File: config.mk
export PLATFORM = sky130hd
export DESIGN_NAME = webn_isqrt
export DESIGN_NICKNAME = d
export VERILOG_FILES = /design/src/rtl/webn_pkg.sv /design/src/rtl/webn_isqrt.sv
export SDC_FILE = /design/constraint.sdc
export NUM_CORES = 1
export LEC_CHECK = 0
export ABC_AREA = 1
export BUFFER_PORTS_ARGS = -buffer_cell sky130_fd_sc_hd__buf_2
export CAP_MARGIN = 0
export CELL_PAD_IN_SITES_DETAIL_PLACEMENT = 1
export CELL_PAD_IN_SITES_GLOBAL_PLACEMENT = 2
export CORE_MARGIN = 4
export CORE_UTILIZATION = 37
export DETAILED_ROUTE_END_ITERATION = 16
export PLACE_DENSITY_LB_ADDON = 0.1
export REMOVE_ABC_BUFFERS = 1
export SLEW_MARGIN = 15
export SYNTH_ARGS = -nofsm -noshare
export SYNTH_HDL_FRONTEND = slang
export SYNTH_SLANG_ARGS = --single-unit
File: constraint.sdc
create_clock -name clk -period 12.9 [get_ports clk]
set_input_delay 1.935 -clock clk [delete_from_list [all_inputs] [get_ports clk]]
set_output_delay 1.935 -clock clk [all_outputs]
set_load 0.01 [all_outputs]
File: src/rtl/webn_pkg.sv
// Shared types and constants for the weighted embedding bag normalizer.
package webn_pkg;

  localparam int EMBED_DIM_DEF   = 64;
  localparam int VOCAB_DEPTH_DEF = 4096;
  localparam int MAX_SEQ_LEN_DEF = 1024;

  localparam int TOKEN_W      = 16;
  localparam int DIM_FIELD_W  = 6;
  localparam int ELEM_W       = 16;
  localparam int LEN_W        = 11;
  localparam int IN_TDATA_W   = 56;
  localparam int OUT_VALUE_W  = 16;
  localparam int OUT_TDATA_W  = 24;
  localparam int ACC_W        = 40;
  localparam int WGT_W        = 16;
  localparam int PROD_W       = 33;
  localparam int MAG_W        = 28;
  localparam int SHIFT_W      = 4;
  localparam int SQ_W         = 56;
  localparam int SUM_W        = 64;
  localparam int ROOT_W       = 32;

  // Weight divider: numerator 196608*a + 5*D, denominator 10*D, 15-bit quotient.
  localparam int WNUM_W = 29;
  localparam int WDEN_W = 15;
  localparam int WQ_W   = 15;

  // Element divider: numerator mag*65536 + n, denominator 2*n, 16-bit quotient.
  localparam int NNUM_W = 45;
  localparam int NDEN_W = 33;
  localparam int NQ_W   = 16;

  localparam logic [ACC_W-1:0] ACC_POS_SAT = {1'b0, {(ACC_W-1){1'b1}}};
  localparam logic [ACC_W-1:0] ACC_NEG_SAT = {1'b1, {(ACC_W-1){1'b0}}};
  localparam logic [NQ_W-1:0]  Q_POS_MAX   = 16'd32767;
  localparam logic [NQ_W-1:0]  Q_NEG_MAX   = 16'd32768;
  localparam logic [WGT_W-1:0] WGT_MAX     = 16'hFFFF;

  localparam logic MODE_WRITE = 1'b0;

  typedef enum logic [3:0] {
    ST_IDLE,
    ST_WPREP,
    ST_WGT,
    ST_ACC,
    ST_POS,
    ST_MAX,
    ST_SQ,
    ST_ROOT0,
    ST_ROOT,
    ST_RD,
    ST_RDW,
    ST_DIV,
    ST_OUT
  } state_t;

endpackage

File: src/rtl/webn_isqrt.sv
// Bit-pair integer square root, one result bit per cycle.
module webn_isqrt (
  input  logic                        clk,
  input  logic                        rst_n,
  input  logic                        start,
  input  logic [webn_pkg::SUM_W-1:0]  x,
  output logic                        done,
  output logic [webn_pkg::ROOT_W-1:0] root
);

  localparam int W = webn_pkg::SUM_W;

  logic [W-1:0] x_r;
  logic [W-1:0] r_r;
  logic [W-1:0] bit_r;
  logic [5:0]   cnt_r;
  logic         busy_r;
  logic         done_r;
  logic [W-1:0] trial;

  assign trial = r_r + bit_r;

  always_ff @(posedge clk) begin
    if (!rst_n) begin
      busy_r <= 1'b0;
      done_r <= 1'b0;
      cnt_r  <= '0;
    end else begin
      done_r <= 1'b0;
      if (start) begin
        x_r    <= x;
        r_r    <= '0;
        bit_r  <= {2'b01, {(W-2){1'b0}}};
        cnt_r  <= 6'd32;
        busy_r <= 1'b1;
      end else if (busy_r) begin
        if (x_r >= trial) begin
          x_r <= x_r - trial;
          r_r <= (r_r >> 1) + bit_r;
        end else begin
          r_r <= r_r >> 1;
        end
        bit_r <= bit_r >> 2;
        cnt_r <= cnt_r - 1'b1;
        if (cnt_r == 6'd1) begin
          busy_r <= 1'b0;
          done_r <= 1'b1;
        end
      end
    end
  end

  assign done = done_r;
  assign root = r_r[webn_pkg::ROOT_W-1:0];

endmodule

[Word level (Yosys, flattened, before mapping)]
Index checks and enable logic that the tools add are counted.
Operators by class
  order comparisons: 1
  equal/unequal tests: 1
  reductions and logical operators: 6
  add/subtract/negate cells: 4
  bitwise gates (word level): 2
  mux-type cells: 12
Operators by type and width (number)
  64-bit 2-to-1 mux: 5
  63-bit by 63-bit adder with 64-bit output: 1
  64-bit by 63-bit adder with 64-bit output: 1
  64-bit greater-or-equal comparator: 1
  64-bit subtractor: 1
  63-bit 2-to-1 mux: 1
  6-bit 2-to-1 mux: 2
  6-bit by 1-bit == test with 1-bit output (second input constant): 1
  6-bit by 1-bit subtractor with 6-bit output (second input constant): 1
  1-bit 2-to-1 mux: 4
  2-bit nonzero test: 2
  3-bit AND reduction: 1
  3-bit OR reduction: 1
  1-bit inverter: 2
  2-bit AND reduction: 1
  2-bit OR reduction: 1
Storage, ports and cells
  bits in registers: 168
  word-level logic and storage cells: 33
  output and inout bits: 33
  input bits: 67

[Depth between registers and ports, before layout]
  word-level depth: 5
  depth in mapped cells: 27
  depth with buffers taken out: 27

[Worst setup path after synthesis]
OpenSTA, ideal clock, no wires.
  kind: in2reg
  start: input port start
  end: register x_r[0], enable pin
  path slack: 6490 ps
  required time: 12482 ps
  setup time: 418 ps
  arrival: 5992 ps
  stages: 5
  buffers on the path: 1
  cells stage by stage: clkbuf_1 o21ai_0 inv_1 o21ai_0 inv_1
On the way
  word-level cells in the longest chain between the ends: 2
  elaborated cells between the ends (all ways): 3
Ends and longest elaborated chain
  from (decl): line webn_isqrt.sv:5  | input logic start,
  2-bit nonzero test (no source line)
  3-bit AND reduction (no source line) (*)
  to (signal assigned): line webn_isqrt.sv:38  | x_r <= x_r - trial;
  to (decl): line webn_isqrt.sv:13  | logic [W-1:0] x_r;
Mark *: on every way between the ends. The rest lies on a longest branch, timed or not.
A chain may end at the register's enable or synchronous reset.

[Final worst setup path]
  start: register r_r[26]
  end: register x_r[3], enable pin
On the way
  word-level cells in the longest chain between the ends: 4
Ends and longest elaborated chain
  from (decl): line webn_isqrt.sv:14  | logic [W-1:0] r_r;
  from (signal assigned): line webn_isqrt.sv:39  | r_r <= (r_r >> 1) + bit_r;
  from (signal assigned): line webn_isqrt.sv:41  | r_r <= r_r >> 1;
  64-bit by 63-bit adder with 64-bit output: line webn_isqrt.sv:21  | assign trial = r_r + bit_r;
  64-bit greater-or-equal comparator: line webn_isqrt.sv:37  | if (x_r >= trial) begin
  2-bit nonzero test (no source line)
  3-bit AND reduction (no source line)
Every way passes these cells.

==> results.toml <==
[yosys]
synth-edff-count = 160
synthCells = 3533
ys_top_cells_by_area = "nand2_1, edfxtp_1, inv_1, ha_1, nor2_1"
seq_area_frac_synth = 0.241
ys_types = 46
avgSynthCellArea_um2 = 5.84
synth_ff_type = "edfxtp_1"
synth_common_cells = "nand2_1, inv_1, nor2_1"
yosys.area.top_type = "nand2_1"
yosys.cell_count.top_type = "nand2_1"
async_flop_share = 0
synth_top_area_share = 0.264
syn_area_mm2 = 0.0206
ys_ff_latch = 168
synth_warnings = 0

[final_layout]
multi_input_comb_area_mm2 = 0.0130
final_cells = 4345
finish.utilization = 0.403
fillers = 7678
n_antenna_cell = 0
nNetsFinal = 3784
seq_area_mm2 = 0.00496
drive_gt1_frac = 0.0475
area_growth_pct = 7.78

[drt]
drtIter0Drc = 1127
wl_per_cell_um = 20.4
drt_first_pass_iters = 5
via_count = 22400
finalWirelength_um = 88500
viasPerCell = 5.16
drcViolationCount = 0
antenna_left = 0

[worst_setup_path]
regToRegStartpoint = "r_r[26]$_SDFFCE_PP0P_"
crit-reg2reg-capture = "x_r[3]$_DFFE_PP_"
worstPathArrival_ns = 5.84
worstPathMaxFanout = 64
rr_worst_depth = 20
critical_path.startpoint_type = "flip-flop"
criticalPathCategory = "reg2reg"
cp-end-kind = "flip-flop"
rrSetupSlack_ns = 7.19
cp.required_ns = 13.03

[timing]
worst_pin_slew_ns = 1.07
hold_viol_final = 0
slew_headroom = 0.287
fin_ws_ns = 7.19
setup_tns_ns = 0
fin_crit_ns = 5.71
finalCritPeriodShare = 0.442
rsz0062_at_grt = "false"
skew_ns = 0.0158
fmax_mhz = 175
drv_slew = 0
setup_viol = 0

[global_routing]
grt_pass1_vias = 23500
antenna_found_initial = 0
grt_overflow = 0
grt_pass1_wl_um = 134000
grt_max_degree = 78
track_usage = 0.295

[worst_hold_path]
hp-start = "cnt_r[0]$_SDFFE_PP0P_"
hold_depth = 2
hp-class = "reg2reg"
hold_path_end = "cnt_r[0]$_SDFFE_PP0P_"

[cts]
cts_setup_buffers = 0
ctsHoldBuffers = 0
clockBufferDepth = 2
cts_resized = 0
cts-htree-levels = 4
clock_latency_ns = 0.51
cts_buffers = 17
cts_sinks = 168
cts.clk_slew.worst_paths_ns = 0.08
cts_tree = "yes"
cts_root_buffer = "clkbuf_16"

[die]
ios = 100
core-area_mm2 = 0.0551
fp.dieArea_mm2 = 0.0596
start_util = 0.374
die_w_um = 244
fp-row-count = 86
die_h_um = 244

[placed_design]
numPortBuffers = 99
placed_cells = 4313
dpl_worst_slack_ns = 7.32
dp_hpwl_um = 74600
gp_congestion = 0.944

[power]
max-vdd-ir-drop_uv = 109
p_leak_uw = 0.0116
power_density_mw_per_mm2 = 134

[outcome]
outcome = "completed"

[run]
maxCapViolations = 0
[registers in the layout, indices dropped and copies added (netlist names)]
signal,cells
bit_r,32
busy_r,1
cnt_r,6
done,1
r_r,64
x_r,64
[routing by layer]
metal | GRT usage | share of wire | vias to the layer above
met5 | 0 | 0 | -
met4 | 0.136 | 0.048 | 0
met3 | 0.0271 | 0.030 | 169
met2 | 0.517 | 0.48 | 388
met1 | 0.368 | 0.44 | 10700
li1 | - | - | 11100
[final cells by class]
class                           count  share of cell area
Clock buffer                       17              0.0191
Clock inverter                     15             0.00692
Inverter                          587              0.0993
Multi-Input combinational cell   2703               0.584
Sequential cell                   168               0.223
Tap cell                          748              0.0421
Timing Repair Buffer              107              0.0251
[cells by family (layout without fill, tap and decap cells)]
logic type,after synthesis,in the layout,synth area share
AOI/OAI and AO/OA,320,320,0.0826
buffers and inverters,662,726,0.130
xor gates and xnor gates,104,104,0.0442
adders and majority gates,133,133,0.0811
DFF,168,168,0.241
and+or+nand+nor,2146,2146,0.422
[placed cells by master (no fill, tap or decap), types with 3 or more instances in the layout]
cell	Yosys	routed
and2_1	8	8
clkinv_1	2	3
o21ai_0	135	135
nor4_1	11	11
nand3b_1	28	28
nor3_1	41	41
nor2_2	4	4
nand4_1	23	23
or2_2	12	12
a21oi_1	145	145
inv_1	582	579
buf_4	38	9
o21a_1	7	7
xnor2_1	60	60
nand3_1	212	212
inv_2	3	5
buf_2	2	98
o21bai_1	19	19
inv_8	0	4
ha_1	132	132
clkinv_8	0	3
nor3b_1	5	5
nand2_2	5	5
nand2_1	1448	1448
xor2_1	44	44
edfxtp_1	160	160
dfxtp_1	8	8
nand2b_1	3	3
inv_6	0	5
nor2_1	339	339
clkbuf_16	0	17
o21ai_1	3	3
[worst max-delay path, cell delays in order (launching register included)]
cell and delay (ns):
edfxtp_1 0.55, ha_1 0.43, nand2_1 0.08, inv_1 0.09, nand3_1 0.11, nor2_1 0.36
nand2_1 0.08, o21ai_0 0.72, xnor2_1 0.24, ha_1 0.43, nand2_1 0.12, nor2_1 0.21
nand2_1 0.11, nor2_1 0.14, nand4_1 0.14, nand3_2 0.19, nand2_2 0.11, nand2_2 0.15
o21ai_0 0.12, inv_2 0.08, buf_4 0.79
[worst max-delay path by stage]
stage	cells past startpoint	to	slack, ns	startpoint
after floorplan	4	x_r[0]$_DFFE_PP_	6.90	rst_n
after global placement	20	x_r[10]$_DFFE_PP_	7.35	r_r[22]$_SDFFCE_PP0P_
after detailed placement	20	x_r[10]$_DFFE_PP_	7.32	r_r[20]$_SDFFCE_PP0P_
after CTS	20	x_r[23]$_DFFE_PP_	7.30	r_r[26]$_SDFFCE_PP0P_
after global routing	21	x_r[0]$_DFFE_PP_	6.90	r_r[12]$_SDFFCE_PP0P_
final	20	x_r[3]$_DFFE_PP_	7.19	r_r[26]$_SDFFCE_PP0P_
[where the power goes]
group / leakage, µW / internal [µW] / switching [µW] / total (µW)
registers: 0.00161 / 701 / 95.6 / 796
logic: 0.00969 / 501 / 1120 / 1620
clock network: 0.000283 / 258 / 295 / 553
[metrics by stage]
step                      hold WS, ns  cell area [µm²]  total power (µW)
after detailed placement        0.494            21600              2410
after floorplan                 0.461            20100              1850
after CTS                       0.506            22200              2980
after global placement          0.477            21600              2370
final                           0.500            22200              2970
after global routing            0.549            22200              3210
Power figures use the tool's default switching activity.
