### config.mk
export PLATFORM = sky130hd
export DESIGN_NAME = webn_ram
export DESIGN_NICKNAME = d
export VERILOG_FILES = /design/src/rtl/webn_ram.sv
export SDC_FILE = /design/constraint.sdc
export NUM_CORES = 1
export LEC_CHECK = 0
export BUFFER_PORTS_ARGS = -buffer_cell sky130_fd_sc_hd__buf_2
export CAP_MARGIN = 20
export CORE_UTILIZATION = 53
export CTS_CLUSTER_DIAMETER = 150
export DETAILED_ROUTE_END_ITERATION = 12
export PLACE_DENSITY = 0.73
export REMOVE_ABC_BUFFERS = 1
export SLEW_MARGIN = 40
export SYNTH_ARGS = -nofsm -noshare
export SYNTH_HDL_FRONTEND = slang
export SYNTH_SLANG_ARGS = --single-unit
### constraint.sdc
create_clock -name clk -period 2.9 [get_ports clk]
set_clock_uncertainty 0.15 [all_clocks]
set_input_delay 0.58 -clock clk [delete_from_list [all_inputs] [get_ports clk]]
set_output_delay 0.58 -clock clk [all_outputs]
set_load 0.01 [all_outputs]
### src/rtl/webn_ram.sv
// Generic single-write, single-read synchronous RAM with registered read data.
module webn_ram #(
  parameter int WIDTH = 16,
  parameter int DEPTH = 16,
  localparam int AW = (DEPTH > 1) ? $clog2(DEPTH) : 1
) (
  input  logic             clk,
  input  logic             we,
  input  logic [AW-1:0]    waddr,
  input  logic [WIDTH-1:0] wdata,
  input  logic [AW-1:0]    raddr,
  output logic [WIDTH-1:0] rdata
);

  logic [WIDTH-1:0] mem [DEPTH];
  logic [WIDTH-1:0] rdata_r;

  always_ff @(posedge clk) begin
    if (we) begin
      mem[waddr] <= wdata;
    end
    rdata_r <= mem[raddr];
  end

  assign rdata = rdata_r;

endmodule

======== Word level (Yosys, flattened, before mapping) ========
Memories as Yosys holds them, arrays and structs flattened. A register that Yosys moved wholly into a read port is not among the register bits.
Cells that the tools add are included.
operators by class
  magnitude comparators ................... 0
  muxes and demuxes ....................... 2
  bitwise gates (word level) .............. 0
  equality and inequality tests ........... 0
  shifts and indexed selects .............. 0
  add/subtract/negate cells ............... 0
  div/mod/pow operators ................... 0
  $mul .................................... 0
  reduce and logical (&&, ||, !) cells .... 0
operators with widths
  kind              count
  1-bit 2-to-1 mux  2
word-level totals
  output and inout bits ................... 16
  logic and storage cells ................. 3
  register bits ........................... 0
  memories ................................ 1
  ROM bits ................................ 0
  memory bits (writable) .................. 256
  latch bits .............................. 0
memories
  memory  depth  width  rd ports  clocked after Yosys merged registers in  write ports  RTL line  RTL
  mem     16     16     1         1                                        1            15        logic [WIDTH-1:0] mem [DEPTH];

======== Longest topological paths before layout ========
Gate-level depths: netlist (run 1).
  word-level depth ........................ 2
  depth in mapped cells ................... 5
  mapped depth without buffers ............ 3

======== Worst setup path before layout (run 1) ========
Ideal clock, no wire load.
  kind .................................... input-to-reg
  start point ............................. in waddr[2]
  end point ............................... mem mem[0][0] (enable)
  cell stages on the path ................. 2
  arrival ................................. 2.226 ns
  slack ................................... 0.115 ns
  library setup time ...................... 0.409 ns
  cells stage by stage .................... or3b_2 -> nor3_1
RTL lines
  what         RTL line  RTL
  from (decl)  9         input logic [AW-1:0] waddr,
  to (decl)    15
No word-level cell before the write port.

======== Final worst setup path (run 1) ========
  start point ............................. reg rdata_r[8], in the netlist rdata[8] (read register of mem)
  end point ............................... out rdata[8]
RTL lines
  what         RTL line  RTL
  from (decl)  16        logic [WIDTH-1:0] rdata_r;
  to (decl)    12        output logic [WIDTH-1:0] rdata
No word-level cell between the ends.

==> results.cfg, run 1 <==
[run_status]
status = complete, no violations

[logic_synthesis]
ys_seq_area_frac = 0.797
synth.ff_latch_count = 272
syn_area_um2 = 10000
yosysTopAreaCellShare = 0.765
synth_area_leaders = edfxtp_1 (77%), mux4_2 (12%), dfxtp_1 (3.2%)
yosys.area.top_type = edfxtp_1
synth_cells = 432
yosysWarnings = 0
synthDistinctLibCells = 19
avgSynthCellArea_um2 = 23.2

[critical_path]
crit_path_end = rdata[8]
slowest_delay_ps = 380
criticalPathCategory = reg2out
slowest_stage = dfxtp_1
start_kind = flop
cp_data_arrival_time_ps = 1050
critical_path_depth = 1
crit_chain = buf_2
r2r_setup_slack_ps = 1420
r2r-end = rdata[1]
required_ps = 2170
worstRegToRegCells = 3
r2r_start = mem[10][1]
cp_top_family = flip-flops
end_kind = primary output
crit_path_max_fanout = 1
cp_num_buf_inv = 1
startpoint = rdata[8]

[pwr]
power_switching_uw = 1600
cellPowerDensity_nw_per_um2 = 687
cellInternalPower_uw = 6320
p_clk_frac = 0.392
pwr-share-comb = 0.050
ir_worst_vdd_mv = 0.598
p_seq_frac = 0.559
finalPower_uw = 7920
swShare = 0.202
leakage_uw = 0.00380

[grt]
grt_first_pass_wirelength_um = 29600
grt_max_degree = 47
grt_pass1_vias = 4810
antenna_found_initial = 0
grt.total_usage = 0.212
grt_overflow_total = 0

[die]
die_h_um = 140
num_rows = 49
floorplan.initialDensity = 0.550
pin_count = 42
die_w_um = 140
core_area_um2 = 18300
fp.dieArea_um2 = 19500

[route]
drtPass1Iterations = 4
post_drt_via_cell_ratio = 6.07
wl_met2_um = 9710
route.final.wire_length_um = 19500
wl_met3_um = 1480
num_vias = 4593
drc = 0
highest_layer = met4
wl_per_cell_um = 25.7
wl_met1_um = 7780
drtIter0Drc = 517
antenna_left = 0

[final_layout]
drive_gt1_frac = 0.339
fin_nets = 536
layout_common_cells = edfxtp_1 (256), mux4_2 (54), buf_2 (40)
layout_commonest_cell = edfxtp_1
fin_area_um2 = 11500
layout.cells.non_filler = 757
area_growth_pct = 14.8
n_antenna_cell = 0

[place]
placed_area_um2 = 10700
gp_congestion = 0.753
numPortBuffers = 41
placed_cells = 710
dpl.hpwl_um = 11100

[clocking]
cts_root_buf = clkbuf_16
post-cts-setup-buffers = 0
clockBufferDepth = 3
clk_latency_ps = 520
cts_tree = yes
cts_max_level = 1
cts-buffers-inserted = 27
postCtsHoldBufs = 0
cts.sinks = 272
clk_pin_slew_ps = 60
cts_resized = 0

[job]
cap_violations = 0

[sta]
holdWs_ps = 274
tightest_slew_ps = 516
slew_headroom = 0.655
period_needed_ps = 1780
timing.setup.tns_ps = 0
max_freq_mhz = 562
drv_slew = 0
finalSetupViolations = 0
finalCritPeriodShare = 0.614
hold_viol_final = 0
rsz0062_at_grt = no

[min_path]
hold_class = in2reg
==> sequential cells by signal (all words and copies together) (netlist names) <==
name / cells
mem: 256
rdata: 16
==> layer usage <==
metal / track usage / vias up
met2: 0.351 / 164
met1: 0.291 / 2402
met3: 0.0296 / 36
met4: 0.0763 / 0
met5: 0 / -
li1: - / 1991
==> synthesized netlist by cell type <==
library cell and count:
buf_6 4, mux4_1 10, nor2_1 13, dfxtp_1 16, buf_2 3, a22oi_1 32, buf_4 3, nand2b_1 2
mux4_2 54, nor3_1 4, nand3_1 1, clkbuf_1 8, buf_1 3, nand2_1 17, or3b_2 1, and2_1 1
nor2b_1 2, edfxtp_1 256, nand3b_1 2
==> how the worst min path moves through the flow <==
stage,start,end,slack (ps),cells past startpoint
2_1_floorplan,mem[14][0],rdata[0],480,3
3_3_place_gp,mem[14][4],rdata[4],510,3
3_5_place_dp,mem[7][2],rdata[2],510,3
4_1_cts,wdata[15],mem[0][15],260,1
5_1_grt,wdata[6],mem[8][6],280,1
6_report,wdata[6],mem[8][6],270,1
==> cells by family (layout without fill, tap and decap cells) <==
kind of cell	Yosys count	count (layout)	share of synthesized area
AOI/OAI and AO/OA	32	32	0.0239
and+or+nand+nor	43	43	0.0192
muxes	64	64	0.147
buffers and inverters	21	117	0.0123
DFF	272	272	0.797
==> per-stage QoR <==
stage	util	setup slack, ps
finish	0.631	1120
global route	0.631	1070
global placement	0.588	644
CTS	0.631	1080
detailed placement	0.588	642
floorplan	-	115
==> power groups by stage <==
stage                     clock network [uW]  registers (uW)  logic [uW]
after floorplan                            0            4510         171
after global placement                     0            4500         389
after detailed placement                   0            4500         400
after CTS                               3150            4420         403
after global routing                    3300            4430         427
final                                   3100            4420         395
==> area by class of cell <==
type	count	area (um2)
Clock inverter	12	62.6
Multi-Input combinational cell	139	1960
Tap cell	229	287
Sequential cell	272	8010
Clock buffer	35	726
Fill cell	1199	6740
Timing Repair Buffer	70	488
Note: power is estimated with default switching activity, not from simulation.
==> inputs of run 2 (changes only) <==
--- a/config.mk
+++ b/config.mk
@@ -5,12 +5,13 @@
 export SDC_FILE = /design/constraint.sdc
 export NUM_CORES = 1
 export LEC_CHECK = 0
+export ABC_AREA = 1
 export BUFFER_PORTS_ARGS = -buffer_cell sky130_fd_sc_hd__buf_2
 export CAP_MARGIN = 20
 export CORE_UTILIZATION = 53
 export CTS_CLUSTER_DIAMETER = 150
 export DETAILED_ROUTE_END_ITERATION = 12
-export PLACE_DENSITY = 0.73
+export PLACE_DENSITY = 0.7
 export REMOVE_ABC_BUFFERS = 1
 export SLEW_MARGIN = 40
 export SYNTH_ARGS = -nofsm -noshare
==> constraint.sdc (replaced) <==
create_clock -name clk -period 1.9 [get_ports clk]
set_clock_uncertainty 0.15 [all_clocks]
set_input_delay 0.38 -clock clk [delete_from_list [all_inputs] [get_ports clk]]
set_output_delay 0.38 -clock clk [all_outputs]
set_load 0.01 [all_outputs]
==> results.cfg, run 2 <==
[logic_synthesis]
avgSynthCellArea_um2 = 10.6
ys_seq_area_frac = 0.704
synth_area_leaders = edfxtp_1 (68%), nand2_1 (11%), nand3_1 (8.5%)
yosysWarnings = 0
synth_most_common_cell = nand2_1
yosys.area.top_type = edfxtp_1
syn_area_um2 = 11400
synthDistinctLibCells = 13
yosysTopAreaCellShare = 0.675
synthTopCellsByCount = nand2_1 (341), edfxtp_1 (256), inv_1 (196)
synth_cells = 1074
synth.ff_latch_count = 272
synth_top_flop_cell = edfxtp_1
async_reset_ff_frac = 0
synth_enable_flop_cells = 256

[clocking]
cts_max_level = 1
post-cts-setup-buffers = 0
clockBufferDepth = 3
cts-buffers-inserted = 28
cts_resized = 0
cts.sinks = 272
cts_tree = yes
postCtsHoldBufs = 0
clk_pin_slew_ps = 60
cts_root_buf = clkbuf_16
clk_latency_ps = 540

[place]
numPortBuffers = 41
dpl.hpwl_um = 14100
placed_area_um2 = 12200
gp_congestion = 0.765
placed_cells = 1383

[pwr]
ir_worst_vdd_mv = 0.912
finalPower_uw = 13000
cellPowerDensity_nw_per_um2 = 992
leakage_uw = 0.00566

[final_layout]
post-route-util = 0.623
area_growth_pct = 15.1
layout.cells.non_filler = 1435
regMostFlops = mem
n_antenna_cell = 0
layout_commonest_cell = nand2_1
fin_area_um2 = 13100
fin_nets = 1164
largest_register_ffs = 256
drive_gt1_frac = 0.128
layout_common_cells = nand2_1 (341), edfxtp_1 (256), inv_1 (196)

[critical_path]
end_kind = primary output
crit_path_max_fanout = 1
required_ps = 1370
start_kind = flop
slowest_delay_ps = 350
cp_num_buf_inv = 1
slowest_stage = dfxtp_1
cp_data_arrival_time_ps = 1030
cp_top_family = flip-flops
crit_chain = buf_2
criticalPathCategory = reg2out

[grt]
antenna_found_initial = 0
grt.total_usage = 0.232
grt_busiest_layer = met2
use_met3 = 0.0396
grt_max_degree = 87
grt_pass1_vias = 7094
met2_usage = 0.390
grt_overflow_total = 0
grt_first_pass_wirelength_um = 38500
gr-usage-met1 = 0.300

[route]
drc = 0
antenna_left = 0
drtPass1Iterations = 5
post_drt_via_cell_ratio = 5.12
route.final.wire_length_um = 24600
wl_per_cell_um = 17.1
drtIter0Drc = 626
num_vias = 7353

[die]
floorplan.initialDensity = 0.541
num_rows = 53
fp.dieArea_um2 = 22100
core_area_um2 = 21000
pin_count = 42
die_h_um = 149
die_w_um = 149

[sta]
max_freq_mhz = 641
slew_headroom = 0.705
hold_viol_final = 0
rsz0062_at_grt = no
drv_slew = 0
finalSetupViolations = 0
holdWs_ps = 55.7
tightest_slew_ps = 442
finalCritPeriodShare = 0.821
period_needed_ps = 1560

[run_status]
status = complete, no violations

[job]
cap_violations = 0

[min_path]
hold_class = in2reg
## run 2: cells by family (layout without fill, tap and decap cells)
| group | count (synthesis) | in the layout | share of synthesized area |
|---|---|---|---|
| buffers and inverters | 249 | 335 | 0.0921 |
| flip-flops | 272 | 272 | 0.704 |
| AND/OR/NAND/NOR | 553 | 553 | 0.204 |
## run 2: final cells by class
class / count / area [um2]
fill: 1624 / 7920
clock inverter: 20 / 190
multi-input combinational: 553 / 2360
tap: 275 / 344
sequential: 272 / 8010
inverter: 198 / 744
timing repair buffer: 85 / 701
clock buffer: 32 / 747
## run 2: stage by stage
step / TNS [ps] / setup WS [ps]
final: 0 / 341
after CTS: 0 / 320
after global routing: 0 / 310
after detailed placement: 0 / 204
after floorplan: -1820 / -118
after global placement: 0 / 224
## run 2: power breakdown
group | leakage (uW) | switching (uW) | internal (uW) | total, uW
Sequential | 0.00245 | 40.1 | 6710 | 6750
Combinational | 0.00276 | 541 | 258 | 799
Clock | 0.000452 | 2230 | 3230 | 5460
Total | 0.00566 | 2810 | 10200 | 13000
## run 2: path summary, 6_finish.rpt
kind	start	slack, ps	cells past startpoint	endpoint
max	rdata[9]	340	1	rdata[9]
max reg2reg	mem[9][7]	790	6	rdata[7]
min	wdata[9]	60	1	mem[5][9]
min reg2reg	mem[10][3]	510	6	rdata[3]
## run 2: layer usage
metal / wire length, um / share of wire / up-vias
li1: - / - / 3586
met1: 10000 / 0.41 / 3464
met2: 12100 / 0.49 / 243
met3: 1660 / 0.068 / 60
met4: 746 / 0.030 / 0
met5: 0 / 0 / -
==> inputs of run 3 (changes only) <==
--- a/config.mk
+++ b/config.mk
@@ -5,13 +5,13 @@
 export SDC_FILE = /design/constraint.sdc
 export NUM_CORES = 1
 export LEC_CHECK = 0
-export ABC_AREA = 1
+export ABC_AREA = 0
 export BUFFER_PORTS_ARGS = -buffer_cell sky130_fd_sc_hd__buf_2
 export CAP_MARGIN = 20
 export CORE_UTILIZATION = 53
 export CTS_CLUSTER_DIAMETER = 150
 export DETAILED_ROUTE_END_ITERATION = 12
-export PLACE_DENSITY = 0.7
+export PLACE_DENSITY = 0.73
 export REMOVE_ABC_BUFFERS = 1
 export SLEW_MARGIN = 40
 export SYNTH_ARGS = -nofsm -noshare
==> constraint.sdc (replaced) <==
create_clock -name clk -period 1.3 [get_ports clk]
set_clock_uncertainty 0.15 [all_clocks]
set_input_delay 0.26 -clock clk [delete_from_list [all_inputs] [get_ports clk]]
set_output_delay 0.26 -clock clk [all_outputs]
set_load 0.01 [all_outputs]
==> results.cfg, run 3 (synthesis gave the netlist of run 1 again) <==
[die]
core_area_um2 = 18300
floorplan.initialDensity = 0.550
die_w_um = 140
die_h_um = 140
pin_count = 42
fp.dieArea_um2 = 19500
num_rows = 49

[grt]
grt_max_degree = 28
grt_pass1_vias = 5100
grt.total_usage = 0.231
antenna_found_initial = 0
grt_first_pass_wirelength_um = 32000
grt_overflow_total = 0

[final_layout]
largest_register_ffs = 256
regMostFlops = mem
n_antenna_cell = 0
area_growth_pct = 21.8
fin_area_um2 = 12200
layout_commonest_cell = edfxtp_1
drive_gt1_frac = 0.427
fin_nets = 571
layout_common_cells = edfxtp_1 (256), mux4_2 (63), buf_2 (31)

[place]
placed_area_um2 = 11100
gp_congestion = 0.724
numPortBuffers = 41
dpl.hpwl_um = 12100

[sta]
hold_viol_final = 0
tightest_slew_ps = 300
drv_slew = 0
max_freq_mhz = 673
rsz0062_at_grt = yes
slew_headroom = 0.800
finalCritPeriodShare = 1.14
finalSetupViolations = 32
period_needed_ps = 1490
setup_ws_ps = -185
timing.setup.tns_ps = -2370

[critical_path]
r2r-end = rdata[9]
r2r_start = mem[15][9]
end_kind = flop
cp_data_arrival_time_ps = 1730
criticalPathCategory = reg2reg
slowest_delay_ps = 510
cp_num_buf_inv = 0
slowest_stage = mux4_2
required_ps = 1540
cp_top_family = multiplexers
r2r_setup_slack_ps = -190
crit_chain = mux4_2 > a22oi_2 > nand2_1
worstRegToRegCells = 3
crit_path_max_fanout = 1
start_kind = flop

[clocking]
cts-buffers-inserted = 26
clk_latency_ps = 520
cts.sinks = 272
cts_max_level = 1
cts_tree = yes
cts_root_buf = clkbuf_16
clk_pin_slew_ps = 60
clockBufferDepth = 3
post-cts-setup-buffers = 0

[route]
route.final.wire_length_um = 21400
drtIter0Drc = 528
drtPass1Iterations = 4
wl_per_cell_um = 26.9
num_vias = 4859
post_drt_via_cell_ratio = 6.12
drc = 0
antenna_left = 0

[pwr]
p_seq_frac = 0.541
p_clk_frac = 0.398
pwr-share-comb = 0.061
power_switching_uw = 3680
swShare = 0.201
cellInternalPower_uw = 14600
ir_worst_vdd_mv = 1.23
leakage_uw = 0.00402
cellPowerDensity_nw_per_um2 = 1490

[run_status]
violations = negative setup slack
status = finished with violations

[min_path]
hold_class = in2reg
min_path_cells = 3
whs_endpoint = mem[12][1]
worstHoldStart = waddr[1]

[job]
cap_violations = 0
run 3: changes by cell type in the layout (fill, tap and decap cells not counted), moves of 16 or more:
| cell | delta |
|---|---|
| nand2_1 | -324 |
| inv_1 | -196 |
| nand3_1 | -192 |
| mux4_2 | +63 |
| a22oi_2 | +25 |
| dlygate4sd3_1 | +16 |
run 3: power by group through the flow:
stage	Combinational (uW)	Clock [uW]	Sequential, uW
finish	1120	7270	9880
detailed placement	975	0	10000
floorplan	381	0	10100
CTS	1100	7370	9870
global placement	946	0	10000
global route	1190	7680	9890
run 3: layer usage:
layer,vias up,routed length (um),GRT usage
met1,2527,8580,0.327
li1,2061,-,-
met3,35,1620,0.0372
met5,-,0,0
met2,236,10700,0.377
met4,0,442,0.0654
run 3: per-stage QoR:
stage / utilization / hold WS (ps) / worst slack, ps / std cells / total power [uW]
3_5_place_dp: 0.607 / 493 / -556 / 730 / 11000
4_1_cts: 0.667 / 108 / -182 / 794 / 18300
6_report: 0.669 / 123 / -185 / 794 / 18300
3_3_place_gp: 0.607 / 467 / -541 / 730 / 11000
2_1_floorplan: - / 209 / -1170 / 411 / 10400
5_1_grt: 0.669 / 144 / -197 / 794 / 18800
run 3: worst max path at each step:
stage,start,endpoint,slack [ps],depth (start not counted)
2_1_floorplan,waddr[2],mem[0][0],-1170,2
3_3_place_gp,raddr[0],rdata[9],-540,5
3_5_place_dp,raddr[0],rdata[0],-560,5
4_1_cts,mem[15][9],rdata[9],-180,3
5_1_grt,mem[11][9],rdata[9],-200,3
6_report,mem[15][9],rdata[9],-190,3
run 3: final cells by class:
type                       count  area [um2]
fill                        1158        6040
clock inverter                15         121
tap                          229         287
timing repair buffer         106        1040
sequential                   272        8020
multi-input combinational    139        2050
clock buffer                  33         708
run 3: worst reg2reg max path, stage by stage (launching register included):
cell and delay, ps:
edfxtp_1 430, mux4_2 510, a22oi_2 160, nand2_1 110
run 3: timing repair:
action                                 4_1_cts  5_1_grt
endpoints found under the hold margin      256        0
hold buffers                                16        0
pin swaps                                   29        0
resized for setup                           40       12
setup endpoints to repair                   32       32
