$ cat config.mk
export PLATFORM = sky130hd
export DESIGN_NAME = webn_div
export DESIGN_NICKNAME = d
export VERILOG_FILES = /design/src/rtl/webn_div.sv
export SDC_FILE = /design/constraint.sdc
export NUM_CORES = 1
export LEC_CHECK = 0
export CAP_MARGIN = 10
export CORE_ASPECT_RATIO = 0.6
export CORE_MARGIN = 1.5
export CORE_UTILIZATION = 57
export DETAILED_ROUTE_END_ITERATION = 16
export DONT_BUFFER_PORTS = 1
export GPL_TIMING_DRIVEN = 0
export PLACE_DENSITY = 0.75
export SETUP_SLACK_MARGIN = 0.05
export SLEW_MARGIN = 20
export SYNTH_ARGS = -nofsm -noshare
export SYNTH_HDL_FRONTEND = slang
export SYNTH_SLANG_ARGS = --single-unit
$ cat constraint.sdc
create_clock -name clk -period 2.45 [get_ports clk]
set_input_delay 0.1225 -clock clk [delete_from_list [all_inputs] [get_ports clk]]
set_output_delay 0.1225 -clock clk [all_outputs]
set_load 0.03 [all_outputs]
$ cat src/rtl/webn_div.sv
// Restoring divider, one quotient bit per cycle; quotient must fit in Q_W bits.
module webn_div #(
  parameter int NUM_W = 29,
  parameter int DEN_W = 15,
  parameter int Q_W   = 15
) (
  input  logic             clk,
  input  logic             rst_n,
  input  logic             start,
  input  logic [NUM_W-1:0] num,
  input  logic [DEN_W-1:0] den,
  output logic             done,
  output logic [Q_W-1:0]   quo
);

  localparam int HI_W  = NUM_W - Q_W;
  localparam int CNT_W = $clog2(Q_W + 1);

  logic [DEN_W-1:0] rem_r;
  logic [DEN_W-1:0] den_r;
  logic [Q_W-1:0]   low_r;
  logic [Q_W-1:0]   quo_r;
  logic [CNT_W-1:0] cnt_r;
  logic             busy_r;
  logic             done_r;

  logic [DEN_W:0]   trial;
  logic [DEN_W:0]   diff;
  logic             ge;
  logic [DEN_W-1:0] rem_nxt;

  always_comb begin
    trial   = {rem_r, low_r[Q_W-1]};
    ge      = trial >= {1'b0, den_r};
    diff    = trial - {1'b0, den_r};
    rem_nxt = ge ? diff[DEN_W-1:0] : trial[DEN_W-1:0];
  end

  always_ff @(posedge clk) begin
    if (!rst_n) begin
      busy_r <= 1'b0;
      done_r <= 1'b0;
      cnt_r  <= '0;
    end else begin
      done_r <= 1'b0;
      if (start) begin
        // The high part is below the divisor because the quotient fits Q_W bits.
        rem_r  <= {{(DEN_W-HI_W){1'b0}}, num[NUM_W-1:Q_W]};
        low_r  <= num[Q_W-1:0];
        den_r  <= den;
        cnt_r  <= CNT_W'(Q_W);
        busy_r <= 1'b1;
      end else if (busy_r) begin
        rem_r <= rem_nxt;
        low_r <= {low_r[Q_W-2:0], 1'b0};
        quo_r <= {quo_r[Q_W-2:0], ge};
        cnt_r <= cnt_r - 1'b1;
        if (cnt_r == CNT_W'(1)) begin
          busy_r <= 1'b0;
          done_r <= 1'b1;
        end
      end
    end
  end

  assign done = done_r;
  assign quo  = quo_r;

endmodule

# Yosys cells after proc, flatten, opt, wreduce, memory -nomap -nowiden
# Cells that the tools add are included.
[op_classes]
eq_ne = 1
n_lt_le_gt_ge = 1
bitwise = 3
n_reduce_logical = 5
n_mux = 11
addsub = 2
[ops]
columns = ["op", "n"]
rows = [
  ["$mux 15", 4],
  ["$ge 16x15->1", 1],
  ["$sub 15x15->15", 1],
  ["$mux 14", 1],
  ["$mux 4", 2],
  ["$eq 4x1->1 const B", 1],
  ["$mux 1", 4],
  ["$reduce_and 2->1", 2],
  ["$sub 4x1->4 const B", 1],
  ["$not 1->1", 3],
  ["$reduce_and 3->1", 1],
  ["$reduce_or 3->1", 1],
  ["$reduce_bool 2->1", 1],
]
[word_totals]
elab_cells = 31
reg_bits = 66
out_inout_bits = 16

# Logic depth before layout (Yosys ltp)
# Gate-level depths: netlist of the first run.
[depth]
word_depth = 4
depth_mapped = 12
mapped_depth_nobuf = 11

# Worst setup path after synthesis of the first run
# Ideal clock, no wire load.
[synth_timing]
path_type = "flip-flop to flip-flop"
startpoint = "reg den_r[0]"
endpoint = "reg rem_r[11], data pin"
setup_ns = 0.135
stages_incl_launch_ff = 11
path_slack_ns = -0.217
t_arrival_ns = 2.532
required_ns = 2.315
cell_sequence = "edfxtp_1 ha_1 fa_1 nor2b_1 o2111a_1 o31a_1 a41oi_2 a31o_1 buf_6 or4_1 nand3_1"
[synth_between]
elab_chain_len = 4
word_cells_on_any_way = 5
classes_between = "add/sub (1); order compare (1); mux (3)"
[synth_lines]
columns = ["element", "line", "rtl"]
rows = [
  ["start: declaration", "20", "logic [DEN_W-1:0] den_r;"],
  ["start signal: assignment", "50", "den_r <= den;"],
  ["$sub 15x15->15 or $ge 16x15->1 (tied branches)", "35, 34", ""],
  ["$mux 15 *", "36", "rem_nxt = ge ? diff[DEN_W-1:0] : trial[DEN_W-1:0];"],
  ["$mux 15 *", "53", "end else if (busy_r) begin"],
  ["$mux 14 *", "46", "if (start) begin"],
  ["end signal: assignment", "48", "rem_r <= {{(DEN_W-HI_W){1'b0}}, num[NUM_W-1:Q_W]};"],
  ["end signal: assignment", "54", "rem_r <= rem_nxt;"],
  ["end: declaration", "19", "logic [DEN_W-1:0] rem_r;"],
]
# Every way passes the cells marked *; elsewhere a longest branch is shown, timed or not. The select of a mux whose other input is x is not followed.
# A chain may end at the register's enable or synchronous reset.

# Worst setup path in the final report of the first run
[layout_timing]
startpoint = "reg den_r[0]"
endpoint = "reg rem_r[0], data pin"
# Same word-level chain as after synthesis.

==> reports/results.tsv, run 1 <==
stage	metric	value	unit
timing	final setup fails	14	
power	Gate power share	0.259	
yosys	mux share of post-synthesis cell area	0.0650	
yosys	Commonest cells post-synth	60 x edfxtp_1, 22 x inv_1, 18 x nand2_1, 17 x ha_1, 17 x mux2_2	
final_layout	# fillers	357	
power	Internal	2.25	mW
place	placed cells	355	
route	Residual DRC	0	
cts	deepest clock path buffer count	2	
power	switching share of power	0.275	
place	Final HPWL DP	4780	µm
route	DRT Pass-1 Iters	5	
yosys	Synth area leaders	edfxtp_1 53%, ha_1 6.2%, mux2_2 5.6%	
timing	slack of the critical path	-0.378	ns
timing	final worst path period need	2.83	ns
final_layout	layout cells sized above 1	0.208	
cts	Worst-Skew Late Latency	0.36	ns
die	die height	62.9	µm
power	clock share of power	0.295	
route	via count	2428	
timing	Worst slew margin	0.440	
cts	clock sinks	66	
yosys	FFs w/ async S/R, synth	0	
yosys	Seq cells post-synth	66	
yosys	Post-Synth Adder-Cell Area	0.0683	
die	Boundary Pins	63	
route	vias per cell	5.70	
worst_hold_path	hold path cells	2	
final_layout	ant diodes	0	
place	routability cong.	0.948	
final_layout	Area Overhead vs Synth	28.9	%
run	max cap viols	0	
status	failing checks	setup timing	
setup_path	slowest CP cell	edfxtp_1	
place	Place WS	-0.588	ns
setup_path	crit path capture	rem_r[0]$_DFFE_PP_	
setup_path	worst reg-to-reg setup slack	-0.38	ns
yosys	most common cell in the synthesized netlist	edfxtp_1	
cts	TritonCTS Buffers	9	
worst_hold_path	hold_sp	num[28]	
setup_path	Reg-to-Reg Start	den_r[0]$_DFFE_PP_	
place	Port Buffers	0	
power	register share of total power	0.445	
global_routing	GRT Total Usage	0.254	
cts	clock slew at the register clock pins of the worst setup and hold paths	0.07	ns
route	DRT antenna net count	0	
yosys	number of synthesized flops with an enable pin	60	
timing	setup TNS	-4.08	ns
final_layout	final net count	406	
timing	fmax	354	MHz
power	maximum vdd drop	0.403	mV
setup_path	Critical Path Start Type	flop	
setup_path	worst r2r dst	rem_r[0]$_DFFE_PP_	
final_layout	Design Area, Final	0.00440	mm²
global_routing	initial antenna violation count	0	
route	Iteration-0 DRC Markers	166	
worst_hold_path	Min-Delay Path Class	in -> reg	
setup_path	crit-path max cell delay	0.43	ns
setup_path	WP data required	2.55	ns
yosys	synthesis warning total	0	
yosys	Synth Area in Simple Gates	0.112	
timing	clock skew	0.0124	ns
cts	H-tree levels	3	
yosys	ys flop type	edfxtp_1	
timing	Least-Margin Pin Slew	0.840	ns
global_routing	pin count of the biggest net entering global routing	32	
place	Placement Cell Area	0.00353	mm²
power	Leak	1.67	nW
cts	CTS tree	built	
timing	RSZ-0062 raised after global routing	yes	
final_layout	final cell count without fillers	426	
timing	final hold vios	0	
yosys	largest family of logic cells by synthesized area	compound AO/OA/AOI/OAI gates	
global_routing	Congestion Overflow GR	0	
setup_path	Crit Path Max Fanout	6	
power	Net Sw Power	0.855	mW
yosys	Seq/Total Area, Yosys	0.564	
die	Rows	21	
die	overall die area	0.00647	mm²
setup_path	Worst Setup SP	den_r[0]$_DFFE_PP_	
power	Power Density	706	mW/mm²
global_routing	first-pass GRT wire length	11700	µm
setup_path	R2R depth	11	
yosys	Post-Syn Area per Cell	12.4	µm²
timing	smallest hold slack	0.00615	ns
die	Core ar.	0.00568	mm²
timing	Slew Limit Fails	0	
yosys	Post-Synth XOR/XNOR Area	0.0283	
yosys	top cell type's share of synthesized area	0.528	
die	effective utilization at floorplan	0.601	
yosys	Netlist cell types	52	
yosys	Yosys top cell by area	edfxtp_1	
die	die extent in x	103	µm
setup_path	Critical Path Sink Type	flop	
route	DRT Wirelength	7790	µm
setup_path	WP data arrival	2.93	ns
yosys	Synth Area in Compound Gates	0.120	
cts	CTS root buf	clkbuf_8	
setup_path	Critical Path, Cell by Cell	ha_4 > fa_2 > nor2b_2 > o2111a_1 > o31a_1 > a41oi_2 > a31o_1 > buf_6 > buf_12 > mux2i_1 > mux2_2	
status	outcome	finished with violations	
yosys	synthesized area	0.00341	mm²
yosys	Cells after Synth	275	
global_routing	vias in the first global route	2298	
timing	Final period util	1.15	
setup_path	CP Class	reg -> reg	
route	WL per Instance	18.3	µm
yosys	Post-Syn Nets	340	
==> flip-flops by register name (all words and copies together) (netlist names) <==
name and cells:
busy_r 1, done 1, rem_r 15, quo 15, cnt_r 4, low_r 15
den_r 15
==> power by group through the flow <==
stage                     Sequential [mW]  Clock (mW)  Combinational [mW]
final                                1.38       0.917               0.805
after floorplan                      1.39           0               0.461
after CTS                            1.38       0.941               0.671
after global placement               1.40           0               0.565
after detailed placement             1.40           0               0.577
after global routing                 1.39       0.989               0.869
==> routing by layer <==
| layer | track usage | up-vias | share of wire |
|---|---|---|---|
| met5 | 0 | - | 0 |
| met4 | 0.0709 | 0 | 0.010 |
| met3 | 0.103 | 8 | 0.083 |
| met2 | 0.370 | 97 | 0.45 |
| met1 | 0.352 | 1166 | 0.46 |
| li1 | - | 1157 | - |
==> area by class of cell <==
type	instances	area [µm²]	share of cell area
Clock inverter	3	38.8	0.00882
Timing Repair Buffer	55	551	0.125
Clock buffer	13	159	0.0362
Sequential cell	66	1920	0.437
Inverter	23	86.3	0.0196
Multi-Input combinational cell	174	1460	0.332
Buffer	12	77.6	0.0176
Tap cell	80	100	0.0228
==> critical path, delay by kind of cell, from the launching register on <==
family,cells,cell delay [ns]
buf+inv,2,0.28
mux,2,0.38
compound gates,4,0.80
flops,1,0.43
simple gates,1,0.16
fa+ha+maj,2,0.55
==> metrics by stage <==
step	utilization	power, mW
global placement	0.621	1.96
finish	0.774	3.10
floorplan	-	1.85
CTS	0.741	2.99
detailed placement	0.622	1.98
global route	0.774	3.25
==> kinds of logic (layout without fill, tap and decap cells) <==
kind of cell | count (synthesis) | in the layout
mux | 20 | 20
simple gates | 69 | 69
buf+inv | 35 | 106
fa+ha+maj | 18 | 18
xor+xnor | 11 | 11
flops | 66 | 66
compound gates | 56 | 56
==> layout by cell type (no fill, tap or decap), types with 2 or more instances in the layout <==
master	netlist	layout
a21o_1	3	3
a21oi_1	11	8
a21oi_2	0	2
a221o_1	5	5
and2_1	3	3
buf_4	1	10
buf_8	0	2
clkbuf_1	6	8
clkbuf_8	0	11
dfxtp_1	6	6
dlygate4sd3_1	0	43
edfxtp_1	60	60
ha_1	17	14
ha_4	0	3
inv_1	22	19
inv_2	1	4
mux2_2	17	17
mux2i_1	3	3
nand2_1	18	17
nand2_2	1	2
nand2b_1	3	3
nand3_1	5	5
nand3b_1	8	8
nand4_1	2	2
nor2_1	7	6
nor2b_1	8	7
nor3_1	6	6
o211a_1	2	2
o21a_1	7	6
o21ai_0	10	7
o21ai_1	0	3
o311ai_2	0	4
xnor2_1	5	5
xor2_1	6	6
==> how the worst min path moves through the flow <==
stage,end,slack [ns]
final,rem_r[13]$_DFFE_PP_,0.006
after detailed placement,den_r[0]$_DFFE_PP_,0.22
after global placement,den_r[12]$_DFFE_PP_,0.22
after CTS,low_r[10]$_DFFE_PP_,0.0003
after floorplan,den_r[0]$_DFFE_PP_,0.22
after global routing,rem_r[13]$_DFFE_PP_,-0.0006
==> repair_timing <==
action                                  in CTS  in global routing
endpoints found under the setup margin      16                 16
pin swaps                                    3                  7
gates cloned                                 0                  1
hold endpoints to repair                    47                  0
hold buffers                                43                  0
resized for setup                            7                 24
setup buffers                                5                  6
No activity file was read; power rests on OpenSTA's default activity.
==> run 2, diff against run 1 <==
Settings changed: CORE_ASPECT_RATIO 0.6 to unset, CORE_MARGIN 1.5 to unset.
==> reports/results.tsv, run 2 (same netlist as run 1, synthesis figures left out) <==
stage	metric	value	unit	change
status	outcome	finished with violations		unchanged
status	failing checks	setup timing		unchanged
route	DRT Wirelength	7530	µm	was 7790 µm
timing	Slew Limit Fails	0		unchanged
route	WL per Instance	18.4	µm	was 18.3 µm
timing	Worst slew margin	0.463		was 0.440
setup_path	Critical Path Start Type	flop		unchanged
route	DRT Pass-1 Iters	5		unchanged
die	Core ar.	0.00564	mm²	was 0.00568 mm²
power	Leak	1.62	nW	was 1.67 nW
worst_hold_path	Min-Delay Path Class	in -> reg		unchanged
timing	final setup fails	14		unchanged
power	Power Density	715	mW/mm²	was 706 mW/mm²
cts	deepest clock path buffer count	2		unchanged
final_layout	final net count	398		was 406
die	die extent in x	79.3	µm	was 103 µm
cts	Worst-Skew Late Latency	0.36	ns	about the same
timing	slack of the critical path	-0.310	ns	was -0.378 ns
cts	TritonCTS Buffers	9		unchanged
route	Residual DRC	0		unchanged
route	vias per cell	5.79		was 5.70
setup_path	Crit Path Max Fanout	6		unchanged
power	clock share of power	0.309		was 0.295
power	Internal	2.15	mW	was 2.25 mW
timing	fmax	362	MHz	was 354 MHz
power	Net Sw Power	0.898	mW	was 0.855 mW
final_layout	Area Overhead vs Synth	25.0	%	was 28.9%
route	Iteration-0 DRC Markers	209		was 166
power	maximum vdd drop	0.579	mV	was 0.403 mV
die	overall die area	0.00629	mm²	was 0.00647 mm²
timing	smallest hold slack	0.00989	ns	was 0.00615 ns
cts	CTS root buf	clkbuf_8		unchanged
setup_path	CP Class	reg -> reg		unchanged
cts	clock slew at the register clock pins of the worst setup and hold paths	0.08	ns	was 0.07 ns
power	total chip power	3.05	mW	was 3.10 mW
global_routing	vias in the first global route	2426		was 2298
setup_path	Reg-to-Reg Start	den_r[0]$_DFFE_PP_		unchanged
global_routing	first-pass GRT wire length	11600	µm	was 11700 µm
cts	H-tree levels	3		unchanged
die	Boundary Pins	63		unchanged
global_routing	Congestion Overflow GR	0		unchanged
global_routing	GRT Total Usage	0.252		was 0.254
timing	Final period util	1.13		was 1.15
worst_hold_path	hold_sp	num[28]		unchanged
power	Gate power share	0.237		was 0.259
cts	clock sinks	66		unchanged
setup_path	WP data arrival	2.99	ns	was 2.93 ns
setup_path	Critical Path Sink Type	flop		unchanged
run	max cap viols	0		unchanged
timing	clock skew	0.0117	ns	was 0.0124 ns
setup_path	Worst Setup SP	den_r[0]$_DFFE_PP_		unchanged
final_layout	layout cells sized above 1	0.195		was 0.208
final_layout	most frequent cells in the layout	60 x edfxtp_1, 42 x dlygate4sd3_1, 20 x inv_1		was 60 x edfxtp_1, 43 x dlygate4sd3_1, 19 x inv_1
setup_path	WP data required	2.68	ns	was 2.55 ns
die	Rows	27		was 21
timing	final hold vios	0		unchanged
final_layout	commonest non-fill, non-tap cell in the layout	edfxtp_1		unchanged
final_layout	ant diodes	0		unchanged
timing	final worst path period need	2.76	ns	was 2.83 ns
die	effective utilization at floorplan	0.604		was 0.601
cts	CTS tree	built		unchanged
route	DRT antenna net count	0		unchanged
timing	RSZ-0062 raised after global routing	yes		unchanged
place	routability cong.	0.920		was 0.948
route	via count	2374		was 2428
global_routing	initial antenna violation count	0		unchanged
die	die height	79.3	µm	was 62.9 µm
final_layout	post-route core utilization	0.755		was 0.774
power	register share of total power	0.454		was 0.445
power	switching share of power	0.295		was 0.275
place	Final HPWL DP	4550	µm	was 4780 µm
timing	Least-Margin Pin Slew	0.806	ns	was 0.840 ns
place	Port Buffers	0		unchanged
final_layout	# fillers	374		was 357
global_routing	pin count of the biggest net entering global routing	32		unchanged
-- run 2: cell count changes in the layout (fill, tap and decap cells not counted), sizes merged --
| cell | before | now |
|---|---|---|
| buf | 16 | 10 |
| clkbuf | 21 | 16 |
| clkinvlp | 0 | 2 |
| inv | 23 | 25 |
| dlygate4sd3 | 43 | 42 |
-- run 2: worst paths after layout --
check	slack, ns	cells after the start	to
max	-0.31	10	rem_r[11]$_DFFE_PP_
min	0.01	2	rem_r[13]$_DFFE_PP_
max reg2reg	-0.31	10	rem_r[11]$_DFFE_PP_
min reg2reg	0.55	1	low_r[6]$_DFFE_PP_
-- run 2: layout make-up --
cell class	instances	area, µm²	share of cell area
Buffer	12	75.1	0.0176
Clock buffer	9	124	0.0291
Clock inverter	7	76.3	0.0179
Inverter	23	88.8	0.0208
Multi-Input combinational cell	174	1430	0.335
Sequential cell	66	1920	0.451
Tap cell	72	90.1	0.0211
Timing Repair Buffer	47	458	0.107
-- run 2: worst max-delay path: stages (launching register included) --
cell and delay, ns:
edfxtp_1 0.43, ha_4 0.20, fa_2 0.35, nor2b_2 0.14, o2111a_1 0.22, o31a_1 0.20, a41oi_2 0.15, a31o_1 0.21
buf_6 0.14, or4_4 0.51, nand3_2 0.09
-- run 2: metrics by stage --
step | TNS (ns) | setup slack (ns) | instance area (µm²) | instances
6_report | -3.18 | -0.310 | 4260 | 410
3_3_place_gp | -5.22 | -0.457 | 3520 | 347
4_1_cts | -2.35 | -0.252 | 4200 | 408
5_1_grt | -4.43 | -0.394 | 4260 | 410
3_5_place_dp | -5.30 | -0.452 | 3520 | 347
2_1_floorplan | -1.10 | -0.134 | 3430 | 275
-- run 2: metal layers --
layer | vias up | wire length (µm) | GRT usage
li1 | 1145 | - | -
met1 | 1129 | 3270 | 0.330
met2 | 89 | 3630 | 0.397
met3 | 11 | 511 | 0.0655
met4 | 0 | 109 | 0.104
met5 | - | 0 | 0
-- run 2: power by group through the flow --
stage | Combinational [mW] | Sequential (mW) | Clock [mW]
after detailed placement | 0.566 | 1.40 | 0
after global routing | 0.788 | 1.39 | 0.992
after CTS | 0.670 | 1.38 | 0.948
after floorplan | 0.461 | 1.39 | 0
after global placement | 0.555 | 1.40 | 0
final | 0.722 | 1.38 | 0.943
-- run 2: timing repair --
item / CTS / global route
endpoints found under the hold margin: 45 / 1
hold buffers: 41 / 1
setup buffers: 5 / 1
resized for setup: 14 / 13
endpoints found under the setup margin: 15 / 16
gates cloned: 0 / 0
pin swaps: 3 / 2
